`src/hw/rtl/ptzenc_pkg.sv`:
```
// Shared types and constants for the PTZ command frame encoder.
// Holds command codes, frame constants, the queue entry type and a clamp helper.
`timescale 1ns / 1ps

package ptzenc_pkg;

  typedef enum logic [3:0] {
    CMD_STOP         = 4'd0,
    CMD_UP           = 4'd1,
    CMD_DOWN         = 4'd2,
    CMD_LEFT         = 4'd3,
    CMD_RIGHT        = 4'd4,
    CMD_LEFT_UP      = 4'd5,
    CMD_LEFT_DOWN    = 4'd6,
    CMD_RIGHT_UP     = 4'd7,
    CMD_RIGHT_DOWN   = 4'd8,
    CMD_AUTO_SCAN    = 4'd9,
    CMD_SET_PRESET   = 4'd10,
    CMD_CLEAR_PRESET = 4'd11,
    CMD_CALL_PRESET  = 4'd12
  } cmd_t;

  localparam logic REG_PROTOCOL_SELECT = 1'b0;
  localparam logic REG_CAMERA_ADDRESS  = 1'b1;

  localparam logic [7:0] D_SYNC       = 8'hFF;
  localparam logic [7:0] P_STX        = 8'hA0;
  localparam logic [7:0] P_ETX        = 8'hAF;
  localparam logic [7:0] SPEED_MAX    = 8'h3F;
  localparam logic [7:0] P_TURBO      = 8'h40;
  localparam logic [7:0] D_TURBO      = 8'hFF;
  localparam logic [7:0] BIT_UP       = 8'h08;
  localparam logic [7:0] BIT_DOWN     = 8'h10;
  localparam logic [7:0] BIT_LEFT     = 8'h04;
  localparam logic [7:0] BIT_RIGHT    = 8'h02;
  localparam logic [7:0] D_SCAN       = 8'h98;
  localparam logic [7:0] P_SCAN       = 8'h20;
  localparam logic [7:0] OP_SET       = 8'h03;
  localparam logic [7:0] OP_CLEAR     = 8'h05;
  localparam logic [7:0] OP_CALL      = 8'h07;
  localparam logic [7:0] D_PRESET_MAX = 8'h20;

  localparam int QDEPTH = 2;
  localparam int QPTR_W = (QDEPTH > 1) ? $clog2(QDEPTH) : 1;
  localparam int QCNT_W = $clog2(QDEPTH + 1);

  // Byte positions inside a frame.
  localparam logic [2:0] POS_HEAD  = 3'd0;
  localparam logic [2:0] POS_ADDR  = 3'd1;
  localparam logic [2:0] POS_CMD1  = 3'd2;
  localparam logic [2:0] POS_CMD2  = 3'd3;
  localparam logic [2:0] POS_DATA1 = 3'd4;
  localparam logic [2:0] POS_DATA2 = 3'd5;
  localparam logic [2:0] POS_SIX   = 3'd6;
  localparam logic [2:0] POS_SEVEN = 3'd7;

  typedef struct packed {
    logic       is_p;
    logic [7:0] addr;
    logic [7:0] cmd1;
    logic [7:0] cmd2;
    logic [7:0] data1;
    logic [7:0] data2;
    logic [7:0] check;
  } frame_desc_t;

  typedef struct packed {
    logic        wr_en;
    frame_desc_t wr_data;
  } q_wr_t;

  typedef struct packed {
    logic        empty;
    frame_desc_t rd_data;
  } q_rd_t;

  function automatic logic [7:0] clamp3f(input logic [7:0] v);
    clamp3f = (v > SPEED_MAX) ? SPEED_MAX : v;
  endfunction

endpackage

```
`src/hw/rtl/ptzenc_front.sv`:
```
// Front end: configuration registers, command decode and frame field build.
// Depends on ptzenc_pkg; writes one frame descriptor per accepted command.
`timescale 1ns / 1ps

module ptzenc_front (
  input  logic                   clk,
  input  logic                   rst,
  input  logic                   cfg_we,
  input  logic                   cfg_index,
  input  logic [7:0]             cfg_data,
  input  logic                   push,
  input  logic                   q_full,
  input  logic [3:0]             cmd,
  input  logic                   enable,
  input  logic [7:0]             pan_speed,
  input  logic [7:0]             tilt_speed,
  input  logic [7:0]             preset_number,
  output ptzenc_pkg::q_wr_t      q_wr
);

  logic       protocol_select;
  logic [7:0] camera_address;

  always_ff @(posedge clk) begin
    if (rst) begin
      protocol_select <= 1'b0;
      camera_address  <= 8'h01;
    end else if (cfg_we) begin
      if (cfg_index == ptzenc_pkg::REG_PROTOCOL_SELECT) begin
        protocol_select <= cfg_data[0];
      end else begin
        camera_address <= cfg_data;
      end
    end
  end

  logic       is_d;
  logic       frame_ok;
  logic [7:0] c1, c2, d1, d2;
  logic [7:0] pan_c, tilt_c, preset_c;
  logic [7:0] sum, xr;

  always_comb begin
    is_d     = !protocol_select;
    pan_c    = ptzenc_pkg::clamp3f(pan_speed);
    tilt_c   = ptzenc_pkg::clamp3f(tilt_speed);
    preset_c = (preset_number == 8'h00) ? 8'h01 : preset_number;
    if (is_d && preset_c > ptzenc_pkg::D_PRESET_MAX) begin
      preset_c = ptzenc_pkg::D_PRESET_MAX;
    end
    c1       = 8'h00;
    c2       = 8'h00;
    d1       = 8'h00;
    d2       = 8'h00;
    frame_ok = 1'b1;
    unique case (cmd)
      ptzenc_pkg::CMD_STOP: begin
      end
      ptzenc_pkg::CMD_UP: begin
        c2 = ptzenc_pkg::BIT_UP;
        d2 = tilt_c;
      end
      ptzenc_pkg::CMD_DOWN: begin
        c2 = ptzenc_pkg::BIT_DOWN;
        d2 = tilt_c;
      end
      ptzenc_pkg::CMD_LEFT, ptzenc_pkg::CMD_RIGHT: begin
        c2 = (cmd == ptzenc_pkg::CMD_LEFT) ? ptzenc_pkg::BIT_LEFT : ptzenc_pkg::BIT_RIGHT;
        if (pan_speed > ptzenc_pkg::SPEED_MAX) begin
          d1 = is_d ? ptzenc_pkg::D_TURBO : ptzenc_pkg::P_TURBO;
        end else begin
          d1 = pan_speed;
        end
      end
      ptzenc_pkg::CMD_LEFT_UP: begin
        c2 = ptzenc_pkg::BIT_LEFT | ptzenc_pkg::BIT_UP;
        d1 = pan_c;
        d2 = tilt_c;
      end
      ptzenc_pkg::CMD_LEFT_DOWN: begin
        c2 = ptzenc_pkg::BIT_LEFT | ptzenc_pkg::BIT_DOWN;
        d1 = pan_c;
        d2 = tilt_c;
      end
      ptzenc_pkg::CMD_RIGHT_UP: begin
        c2 = ptzenc_pkg::BIT_RIGHT | ptzenc_pkg::BIT_UP;
        d1 = pan_c;
        d2 = tilt_c;
      end
      ptzenc_pkg::CMD_RIGHT_DOWN: begin
        c2 = ptzenc_pkg::BIT_RIGHT | ptzenc_pkg::BIT_DOWN;
        d1 = pan_c;
        d2 = tilt_c;
      end
      ptzenc_pkg::CMD_AUTO_SCAN: begin
        c1 = is_d ? ptzenc_pkg::D_SCAN : ptzenc_pkg::P_SCAN;
        d1 = pan_c;
        d2 = tilt_c;
      end
      ptzenc_pkg::CMD_SET_PRESET: begin
        c2 = ptzenc_pkg::OP_SET;
        d2 = preset_c;
      end
      ptzenc_pkg::CMD_CLEAR_PRESET: begin
        c2 = ptzenc_pkg::OP_CLEAR;
        d2 = preset_c;
      end
      ptzenc_pkg::CMD_CALL_PRESET: begin
        c2 = ptzenc_pkg::OP_CALL;
        d2 = preset_c;
      end
      default: begin
        frame_ok = 1'b0;
      end
    endcase
    // drop moves and scans while enable is low
    if (cmd >= ptzenc_pkg::CMD_UP && cmd <= ptzenc_pkg::CMD_AUTO_SCAN && !enable) begin
      frame_ok = 1'b0;
    end
    sum = camera_address + c1 + c2 + d1 + d2;
    xr  = camera_address ^ c1 ^ c2 ^ d1 ^ d2;

    q_wr.wr_en         = push && !q_full && frame_ok;
    q_wr.wr_data.is_p  = protocol_select;
    q_wr.wr_data.addr  = camera_address;
    q_wr.wr_data.cmd1  = c1;
    q_wr.wr_data.cmd2  = c2;
    q_wr.wr_data.data1 = d1;
    q_wr.wr_data.data2 = d2;
    q_wr.wr_data.check = is_d ? sum : xr;
  end

endmodule

```
`src/hw/rtl/ptzenc_queue.sv`:
```
// Short descriptor queue between the front end and the byte serializer.
// Depends on ptzenc_pkg for depth, pointer widths and the entry type.
`timescale 1ns / 1ps

module ptzenc_queue (
  input  logic                   clk,
  input  logic                   rst,
  input  ptzenc_pkg::q_wr_t      q_wr,
  input  logic                   rd_en,
  output logic                   full,
  output ptzenc_pkg::q_rd_t      q_rd
);

  ptzenc_pkg::frame_desc_t mem [ptzenc_pkg::QDEPTH];

  logic [ptzenc_pkg::QPTR_W-1:0] wr_ptr;
  logic [ptzenc_pkg::QPTR_W-1:0] rd_ptr;
  logic [ptzenc_pkg::QCNT_W-1:0] count;

  localparam logic [ptzenc_pkg::QPTR_W-1:0] PTR_LAST =
    ptzenc_pkg::QPTR_W'(ptzenc_pkg::QDEPTH - 1);
  localparam logic [ptzenc_pkg::QCNT_W-1:0] CNT_FULL =
    ptzenc_pkg::QCNT_W'(ptzenc_pkg::QDEPTH);

  logic do_wr;
  logic do_rd;

  assign full         = (count == CNT_FULL);
  assign q_rd.empty   = (count == '0);
  assign q_rd.rd_data = mem[rd_ptr];
  assign do_wr        = q_wr.wr_en && !full;
  assign do_rd        = rd_en && !q_rd.empty;

  always_ff @(posedge clk) begin
    if (do_wr) begin
      mem[wr_ptr] <= q_wr.wr_data;
    end
  end

  always_ff @(posedge clk) begin
    if (rst) begin
      wr_ptr <= '0;
      rd_ptr <= '0;
      count  <= '0;
    end else begin
      if (do_wr) begin
        wr_ptr <= (wr_ptr == PTR_LAST) ? '0 : wr_ptr + 1'b1;
      end
      if (do_rd) begin
        rd_ptr <= (rd_ptr == PTR_LAST) ? '0 : rd_ptr + 1'b1;
      end
      if (do_wr && !do_rd) begin
        count <= count + 1'b1;
      end else if (do_rd && !do_wr) begin
        count <= count - 1'b1;
      end
    end
  end

endmodule

```
`src/hw/rtl/ptzenc_back.sv`:
```
// Back end: walks one frame descriptor byte by byte into the output register.
// Depends on ptzenc_pkg for the descriptor type and frame constants.
`timescale 1ns / 1ps

module ptzenc_back (
  input  logic                   clk,
  input  logic                   rst,
  input  ptzenc_pkg::q_rd_t      q_rd,
  output logic                   rd_en,
  input  logic                   pop,
  output logic                   empty,
  output logic [7:0]             frame_byte,
  output logic                   last_byte
);

  ptzenc_pkg::frame_desc_t cur;
  logic                    active;
  logic [2:0]              idx;
  logic                    out_valid;

  logic       out_free;
  logic       at_last;
  logic       emit;
  logic [7:0] sel_byte;

  always_comb begin
    out_free = !out_valid || pop;
    at_last  = (idx == (cur.is_p ? ptzenc_pkg::POS_SEVEN : ptzenc_pkg::POS_SIX));
    emit     = active && out_free;
    // fetch the next frame while idle or as the current one sends its last byte
    rd_en    = !q_rd.empty && (!active || (emit && at_last));
    case (idx)
      ptzenc_pkg::POS_HEAD:  sel_byte = cur.is_p ? ptzenc_pkg::P_STX : ptzenc_pkg::D_SYNC;
      ptzenc_pkg::POS_ADDR:  sel_byte = cur.addr;
      ptzenc_pkg::POS_CMD1:  sel_byte = cur.cmd1;
      ptzenc_pkg::POS_CMD2:  sel_byte = cur.cmd2;
      ptzenc_pkg::POS_DATA1: sel_byte = cur.data1;
      ptzenc_pkg::POS_DATA2: sel_byte = cur.data2;
      ptzenc_pkg::POS_SIX:   sel_byte = cur.is_p ? ptzenc_pkg::P_ETX : cur.check;
      default:               sel_byte = cur.check;
    endcase
  end

  always_ff @(posedge clk) begin
    if (rd_en) begin
      cur <= q_rd.rd_data;
    end
    if (emit) begin
      frame_byte <= sel_byte;
      last_byte  <= at_last;
    end
  end

  always_ff @(posedge clk) begin
    if (rst) begin
      active    <= 1'b0;
      idx       <= '0;
      out_valid <= 1'b0;
    end else begin
      if (rd_en) begin
        active <= 1'b1;
        idx    <= '0;
      end else if (emit) begin
        if (at_last) begin
          active <= 1'b0;
        end
        idx <= idx + 1'b1;
      end
      if (emit) begin
        out_valid <= 1'b1;
      end else if (pop) begin
        out_valid <= 1'b0;
      end
    end
  end

  assign empty = !out_valid;

endmodule

```
`src/hw/rtl/ptz_command_frame_encoder_top.sv`:
```
// PTZ command frame encoder top: Pelco-D (7 byte) or Pelco-P (8 byte) frames.
// A taken command goes into the queue, then the current-frame register, then the output register.
// Throughput: one byte per cycle while pop keeps the output free; a frame is 7 (D) or 8 (P) bytes.
// A two-entry descriptor queue lets commands be taken while a frame is still going out.
// Reset (rst, synchronous): queue and output empty, protocol_select = 0, camera_address = 1.
`timescale 1ns / 1ps

module ptz_command_frame_encoder_top (
  input  logic       clk,
  input  logic       rst,
  input  logic       cfg_valid,
  output logic       cfg_ready,
  input  logic       cfg_index,
  input  logic [7:0] cfg_data,
  input  logic       push,
  output logic       full,
  input  logic [3:0] cmd,
  input  logic       enable,
  input  logic [7:0] pan_speed,
  input  logic [7:0] tilt_speed,
  input  logic [7:0] preset_number,
  output logic       empty,
  input  logic       pop,
  output logic [7:0] frame_byte,
  output logic       last_byte
);

  ptzenc_pkg::q_wr_t q_wr;
  ptzenc_pkg::q_rd_t q_rd;
  logic              rd_en;

  assign cfg_ready = 1'b1;

  ptzenc_front u_front (
    .clk           (clk),
    .rst           (rst),
    .cfg_we        (cfg_valid && cfg_ready),
    .cfg_index     (cfg_index),
    .cfg_data      (cfg_data),
    .push          (push),
    .q_full        (full),
    .cmd           (cmd),
    .enable        (enable),
    .pan_speed     (pan_speed),
    .tilt_speed    (tilt_speed),
    .preset_number (preset_number),
    .q_wr          (q_wr)
  );

  ptzenc_queue u_queue (
    .clk   (clk),
    .rst   (rst),
    .q_wr  (q_wr),
    .rd_en (rd_en),
    .full  (full),
    .q_rd  (q_rd)
  );

  ptzenc_back u_back (
    .clk        (clk),
    .rst        (rst),
    .q_rd       (q_rd),
    .rd_en      (rd_en),
    .pop        (pop),
    .empty      (empty),
    .frame_byte (frame_byte),
    .last_byte  (last_byte)
  );

endmodule
```
`config.mk`:
```
export PLATFORM = sky130hd
export DESIGN_NAME = ptz_command_frame_encoder_top
export DESIGN_NICKNAME = d
export VERILOG_FILES = /design/src/hw/rtl/ptzenc_pkg.sv /design/src/hw/rtl/ptzenc_front.sv /design/src/hw/rtl/ptzenc_queue.sv /design/src/hw/rtl/ptzenc_back.sv /design/src/hw/rtl/ptz_command_frame_encoder_top.sv
export SDC_FILE = /design/constraint.sdc
export NUM_CORES = 1
export LEC_CHECK = 0
export ABC_AREA = 1
export BUFFER_PORTS_ARGS = -buffer_cell sky130_fd_sc_hd__buf_4
export CAP_MARGIN = 20
export CELL_PAD_IN_SITES_DETAIL_PLACEMENT = 2
export CELL_PAD_IN_SITES_GLOBAL_PLACEMENT = 2
export CORE_MARGIN = 1.5
export CORE_UTILIZATION = 30
export DETAILED_ROUTE_END_ITERATION = 8
export PLACE_DENSITY_LB_ADDON = 0.1
export SLEW_MARGIN = 25
export SYNTH_ARGS = -nofsm -noshare
export SYNTH_HDL_FRONTEND = slang
export SYNTH_SLANG_ARGS = --single-unit
```
`constraint.sdc`:
```
create_clock -name clk -period 8.8 [get_ports clk]
set_input_delay 1.76 -clock clk [delete_from_list [all_inputs] [get_ports clk]]
set_output_delay 1.76 -clock clk [all_outputs]
set_load 0.01 [all_outputs]
```
Word level (Yosys, flattened, before mapping)
Memory sizes are Yosys's and may differ from the RTL's. A register that Yosys moved wholly into a read port is not among the register bits.
Index checks and enable logic that the tools add are counted.

storage, ports and cells
  logic and storage cells = 119
  input bits = 43
  output and inout bits = 12
  bits in writable memories = 98
  register bits = 27
  memories = 1

cells by class
  $lt $le $gt $ge = 5
  equality and inequality tests = 20
  add/sub/neg operators = 9
  reductions and logical operators = 39
  bitwise logic cells = 5
  muxes and demuxes = 30

memories
  name         depth  bits a word  read ports  clocked after memory_dff  wr ports  RTL line            RTL
  u_queue.mem  2      49           1           1                         1         ptzenc_queue.sv:14  ptzenc_pkg::frame_desc_t mem [ptzenc_pkg::QDEPTH];

operator list
  operator              count
  $mux W8               10
  $pmux W8 S10          1
  $pmux W8 S7           1
  $add A8 B8 Y8         4
  $pmux W8 S2           2
  $xor A8 B8 Y8         4
  $gt A8 B6 Y1 const B  3
  $eq A4 B4 Y1 const B  5
  $eq A4 B3 Y1 const B  4
  $reduce_or A13 Y1     1
  $logic_and A1 B1 Y1   12
  $mux W1               12
  $eq A3 B3 Y1 const B  3
  $eq A4 B2 Y1 const B  2
  $logic_not A1 Y1      8
  $logic_not A8 Y1      1
  $reduce_bool A2 Y1    4
  $mux W7               1
  $reduce_or A7 Y1      1
  $eq A3 B2 Y1 const B  2
  $reduce_and A2 Y1     3
  $reduce_or A5 Y1      1
  $eq A4 B1 Y1 const B  1
  $ge A4 B1 Y1 const B  1
  17 further kinds      21

Logic depth before layout (Yosys ltp)
  depth in word-level cells = 10
  gate-level depth with buffers = 25
  depth with buffers taken out = 24

Modules after synthesis
Synthesis repeated with hierarchy kept, for this count alone.

second synthesis, totals
  cell total of the unflattened synthesis = 699
  area, all modules = 8216.6 µm²

by module, submodules not included
  module                         sequential area each (µm²)  times used  area each (µm²)  cells an instance
  ptzenc_queue                   3042.9                      1           3827.4           189
  ptzenc_back                    1841.8                      1           2552.4           211
  ptzenc_front                   180.2                       1           1825.5           297
  ptz_command_frame_encoder_top  0.0                         1           11.3             2

Worst setup path after synthesis
Ideal clock, no wire load.

  path kind = input-to-reg
  start point = in cmd[1]
  end point = mem u_queue.mem[0][6] (netlist bit), data pin
  arrival = 5.131 ns
  data required time = 8.523 ns
  setup slack = 3.392 ns
  library setup time = 0.277 ns
  stages = 20
  buffers on the path = 1
  path through = buf_2 -> inv_1 -> nand2_2 -> nand2_2 -> nand2_2 -> inv_2 -> nand2_1 -> o21ai_2 -> inv_2 -> fa_1 -> inv_1 -> fa_1 -> fa_1 -> fa_1 -> nand2_1 -> nand2_1 -> a21oi_1 -> nor2_1 -> o21ai_0 -> o21ai_0

RTL lines
  what         RTL line                             RTL
  from (decl)  ptz_command_frame_encoder_top.sv:17  input logic [3:0] cmd,
  to (decl)    ptzenc_queue.sv:14

==> out/results.txt <==
All-layer global routing usage -> 0.1799
Cell leakage power -> 3.704 nW
Crit path launch -> pan_speed[7]
Final Critical Period -> 5.470 ns
Internal -> 1.612 mW
Worst-Margin Slew -> 0.8155 ns
Met1 usage -> 0.2267
Drt drc -> 0
Cell Area, Synth -> 7241 sq um
Gp weighted congestion -> 0.8544
PortBufs -> 53
Largest net degree at the start of global routing -> 43
RSZ-0062 raised after global routing -> false
Crit path DAT -> 5.65 ns
Yosys warning count -> 0
Power share of the combinational group -> 0.277
Layout cells sized above 1 -> 0.1603
Synth area leaders -> edfxtp_1 53%, nand2_1 13%, dfxtp_1 5.0%
Core Area -> 23,540 sq um
Critical path class -> primary input to flop
EDFF count, synth -> 129
# diodes -> 0
Vias/cell -> 4.598
Worst r2r dst -> u_queue.mem[1][7]$_DFFE_PP_
Mapped Nets -> 817
DP Wirelength -> 15,890 um
CTS Root Cell -> clkbuf_16
Final Non-Filler Cells -> 1,136
Sw frac -> 0.3401
Initial drt markers -> 231
Yosys top cell area share -> 0.5350
Crit path capture type -> flop
CP Data Required Time -> 8.98 ns
Nets -> 879
R2R cell count -> 20
Final Hold Vio Count -> 0
Initial antenna violation count -> 0
Max Slew Vio Count -> 0
Max_cap viols -> 0
Die width -> 158.4 um
CTS Buf Count -> 17
Layout area overhead -> 18.59%
Crit-path max FO -> 7
CTS tree -> done
Cell Rows -> 56
Final setup TNS -> 0 ns
Dpl cells -> 1,104
Dpl cell area -> 8028 sq um
Total gr overflow -> 0
Max transition margin -> 0.4563
Clock Latency Late Sink -> 0.43 ns
Deepest level of the CTS H-tree -> 4
Initial Util -> 0.3076
Pre-Repair DR Iteration Count -> 4
I/O pin cnt -> 55
Post-CTS Hold Buffers -> 0
First-pass GRT wire length -> 32,980 um
Grt peak-use layer -> met2
Synthesized flop and latch total -> 147
Reg clk slew, reported paths -> 0.06 ns
F_max -> 182.8 MHz
Post-Syn Instances -> 742
Post-synthesis sequential area ratio -> 0.5848
Worst Setup EP -> u_queue.mem[1][7]$_DFFE_PP_
Syn Area/Cell -> 9.758 sq um
Async set-reset flop share out of synthesis -> 0
Die height -> 158.4 um
P per Cell Area -> 284.4 nW/um^2
Vias -> 5,223
Dpl ws -> 2.863 ns
Met3 GRT Util -> 0.02640
Final Skew -> 0.01446 ns
Post-layout worst setup margin -> 3.330 ns
Worst hold path depth -> 2
Final setup fails -> 0
VDD IR-drop max -> 0.0001143 V
Setup repair bufs after CTS -> 0
Antenna viol nets, final -> 0
Post-synth top area cell -> edfxtp_1
Crit start category -> primary input
Hold WC Path Type -> flop to flop
Vias in the first global route -> 5,835
Clock Sinks -> 147
Synth Flop Type -> edfxtp_1
Design area -> 8587 sq um
Yosys cell types -> 42
Resize count post-CTS -> 0
Routed length per instance -> 18.48 um
Final worst-path cycle share -> 0.6216
Grt met2 use -> 0.3196
Die area -> 25,080 sq um
Post-Route WL -> 21,000 um
Clock power share -> 0.283
Outcome -> finished clean
Clk buf depth -> 2
Switching Power -> 830.5 uW
Flop pwr share -> 0.440
Critical R2R Launch -> u_front.protocol_select$_SDFFE_PP0P_
Internal reg-to-reg setup slack -> 4.53 ns
## state kept, by name, summed over array words and instances (netlist names), 2 cells and up
name / count
u_back.cur: 40
u_back.frame_byte: 8
u_back.idx: 3
u_front.camera_address: 8
u_queue.count: 2
u_queue.mem: 80
## worst min-delay path by stage
stage	from	endpoint	slack (ns)
after floorplan	u_front.camera_address[6]$_SDFFE_PP0P_	u_queue.mem[0][46]$_DFFE_PP_	0.43
after global placement	u_queue.count[1]$_SDFFE_PP0P_	u_queue.count[1]$_SDFFE_PP0P_	0.48
after detailed placement	u_queue.mem[0][37]$_DFFE_PP_	u_back.cur[37]$_DFFE_PP_	0.50
after CTS	u_queue.mem[0][37]$_DFFE_PP_	u_back.cur[37]$_DFFE_PP_	0.52
after global routing	u_queue.mem[0][46]$_DFFE_PP_	u_back.cur[46]$_DFFE_PP_	0.54
final	u_queue.mem[0][16]$_DFFE_PP_	u_back.cur[16]$_DFFE_PP_	0.51
## area by class of cell
class	count	area, sq um
fill	2630	14960
sequential	147	4234
timing repair buffer	58	435.4
clock buffer	17	425.4
tap	319	399.1
inverter	104	395.4
multi-input combinational	476	2564
clock inverter	15	133.9
## power by group through the flow
| stage | Sequential (mW) | Combinational, mW | Clock (mW) |
|---|---|---|---|
| after CTS | 1.08 | 0.700 | 0.708 |
| after global placement | 1.08 | 0.660 | 0 |
| after floorplan | 1.08 | 0.429 | 0 |
| final | 1.07 | 0.675 | 0.692 |
| after global routing | 1.09 | 0.775 | 0.732 |
| after detailed placement | 1.09 | 0.692 | 0 |
## per-stage QoR
step	utilization	hold WS (ns)	power [mW]
2_1_floorplan	-	0.4256	1.506
3_3_place_gp	0.3410	0.4786	1.745
3_5_place_dp	0.3410	0.5048	1.786
4_1_cts	0.3647	0.5207	2.488
5_1_grt	0.3647	0.5400	2.599
6_report	0.3647	0.5149	2.442
## cells by family after synthesis
kind of cell	Yosys count	share of synthesized area
AOI/OAI and AO/OA	77	0.06307
other	1	0.0005179
and+or+nand+nor	360	0.2113
adders and majority gates	32	0.06981
xor gates and xnor gates	6	0.007258
buffers and inverters	119	0.06325
DFF	147	0.5848
## metal layers
metal	up-vias	part of all wire
met5	-	0
met4	0	0.011
met3	20	0.027
met2	79	0.51
met1	2571	0.46
li1	2553	-
## layout by cell type (no fill, tap or decap), types with 2 or more instances in the layout
master and n:
a21oi_1 24, clkinv_4 6, o21ai_1 7, inv_1 89, clkinv_2 4, inv_6 2
o2111ai_1 5, nor3_1 2, nand4_1 3, nor2_4 3, a22o_1 3, or2_2 4
clkinv_1 2, nand3_1 40, nor2_2 3, a221oi_1 5, ha_1 18, o21ai_0 26
clkbuf_16 17, fa_1 14, nand2_4 4, nand3_2 2, xor2_1 5, edfxtp_1 129
nand2_2 10, nor2_1 25, inv_2 13, buf_4 58, nand2_1 260, dfxtp_1 18
## critical path: stages
cell and delay, ns:
buf_4 0.11, nor2_2 0.25, inv_1 0.21, nand2_1 0.17
nand2_4 0.09, nand2_8 0.09, o21ai_1 0.11, inv_2 0.13
fa_1 0.43, fa_1 0.51, inv_1 0.05, fa_1 0.50
inv_1 0.04, ha_1 0.34, nand2_1 0.10, nand3_1 0.09
nand2_1 0.10, nand2_1 0.06, a21oi_1 0.21, nand3_1 0.11
nand3_1 0.11, nand2_1 0.08
## cells in the mapped netlist (2+ instances only)
cell type  instances
buf_2              2
fa_1              14
nor2_1            27
o21ai_1            7
or2_2              4
nand3_1           40
a22o_1             3
nand2_2           10
a21oi_1           24
o2111ai_1          5
o21ai_0           26
nor3_1             2
nand2_4            4
xor2_1             5
nand3_2            2
clkbuf_1          12
ha_1              18
inv_1             89
nor2_2             3
dfxtp_1           18
nand2_1          260
edfxtp_1         129
a221oi_1           5
inv_2             13
nand4_1            3
(Power assumes the default switching activity.)
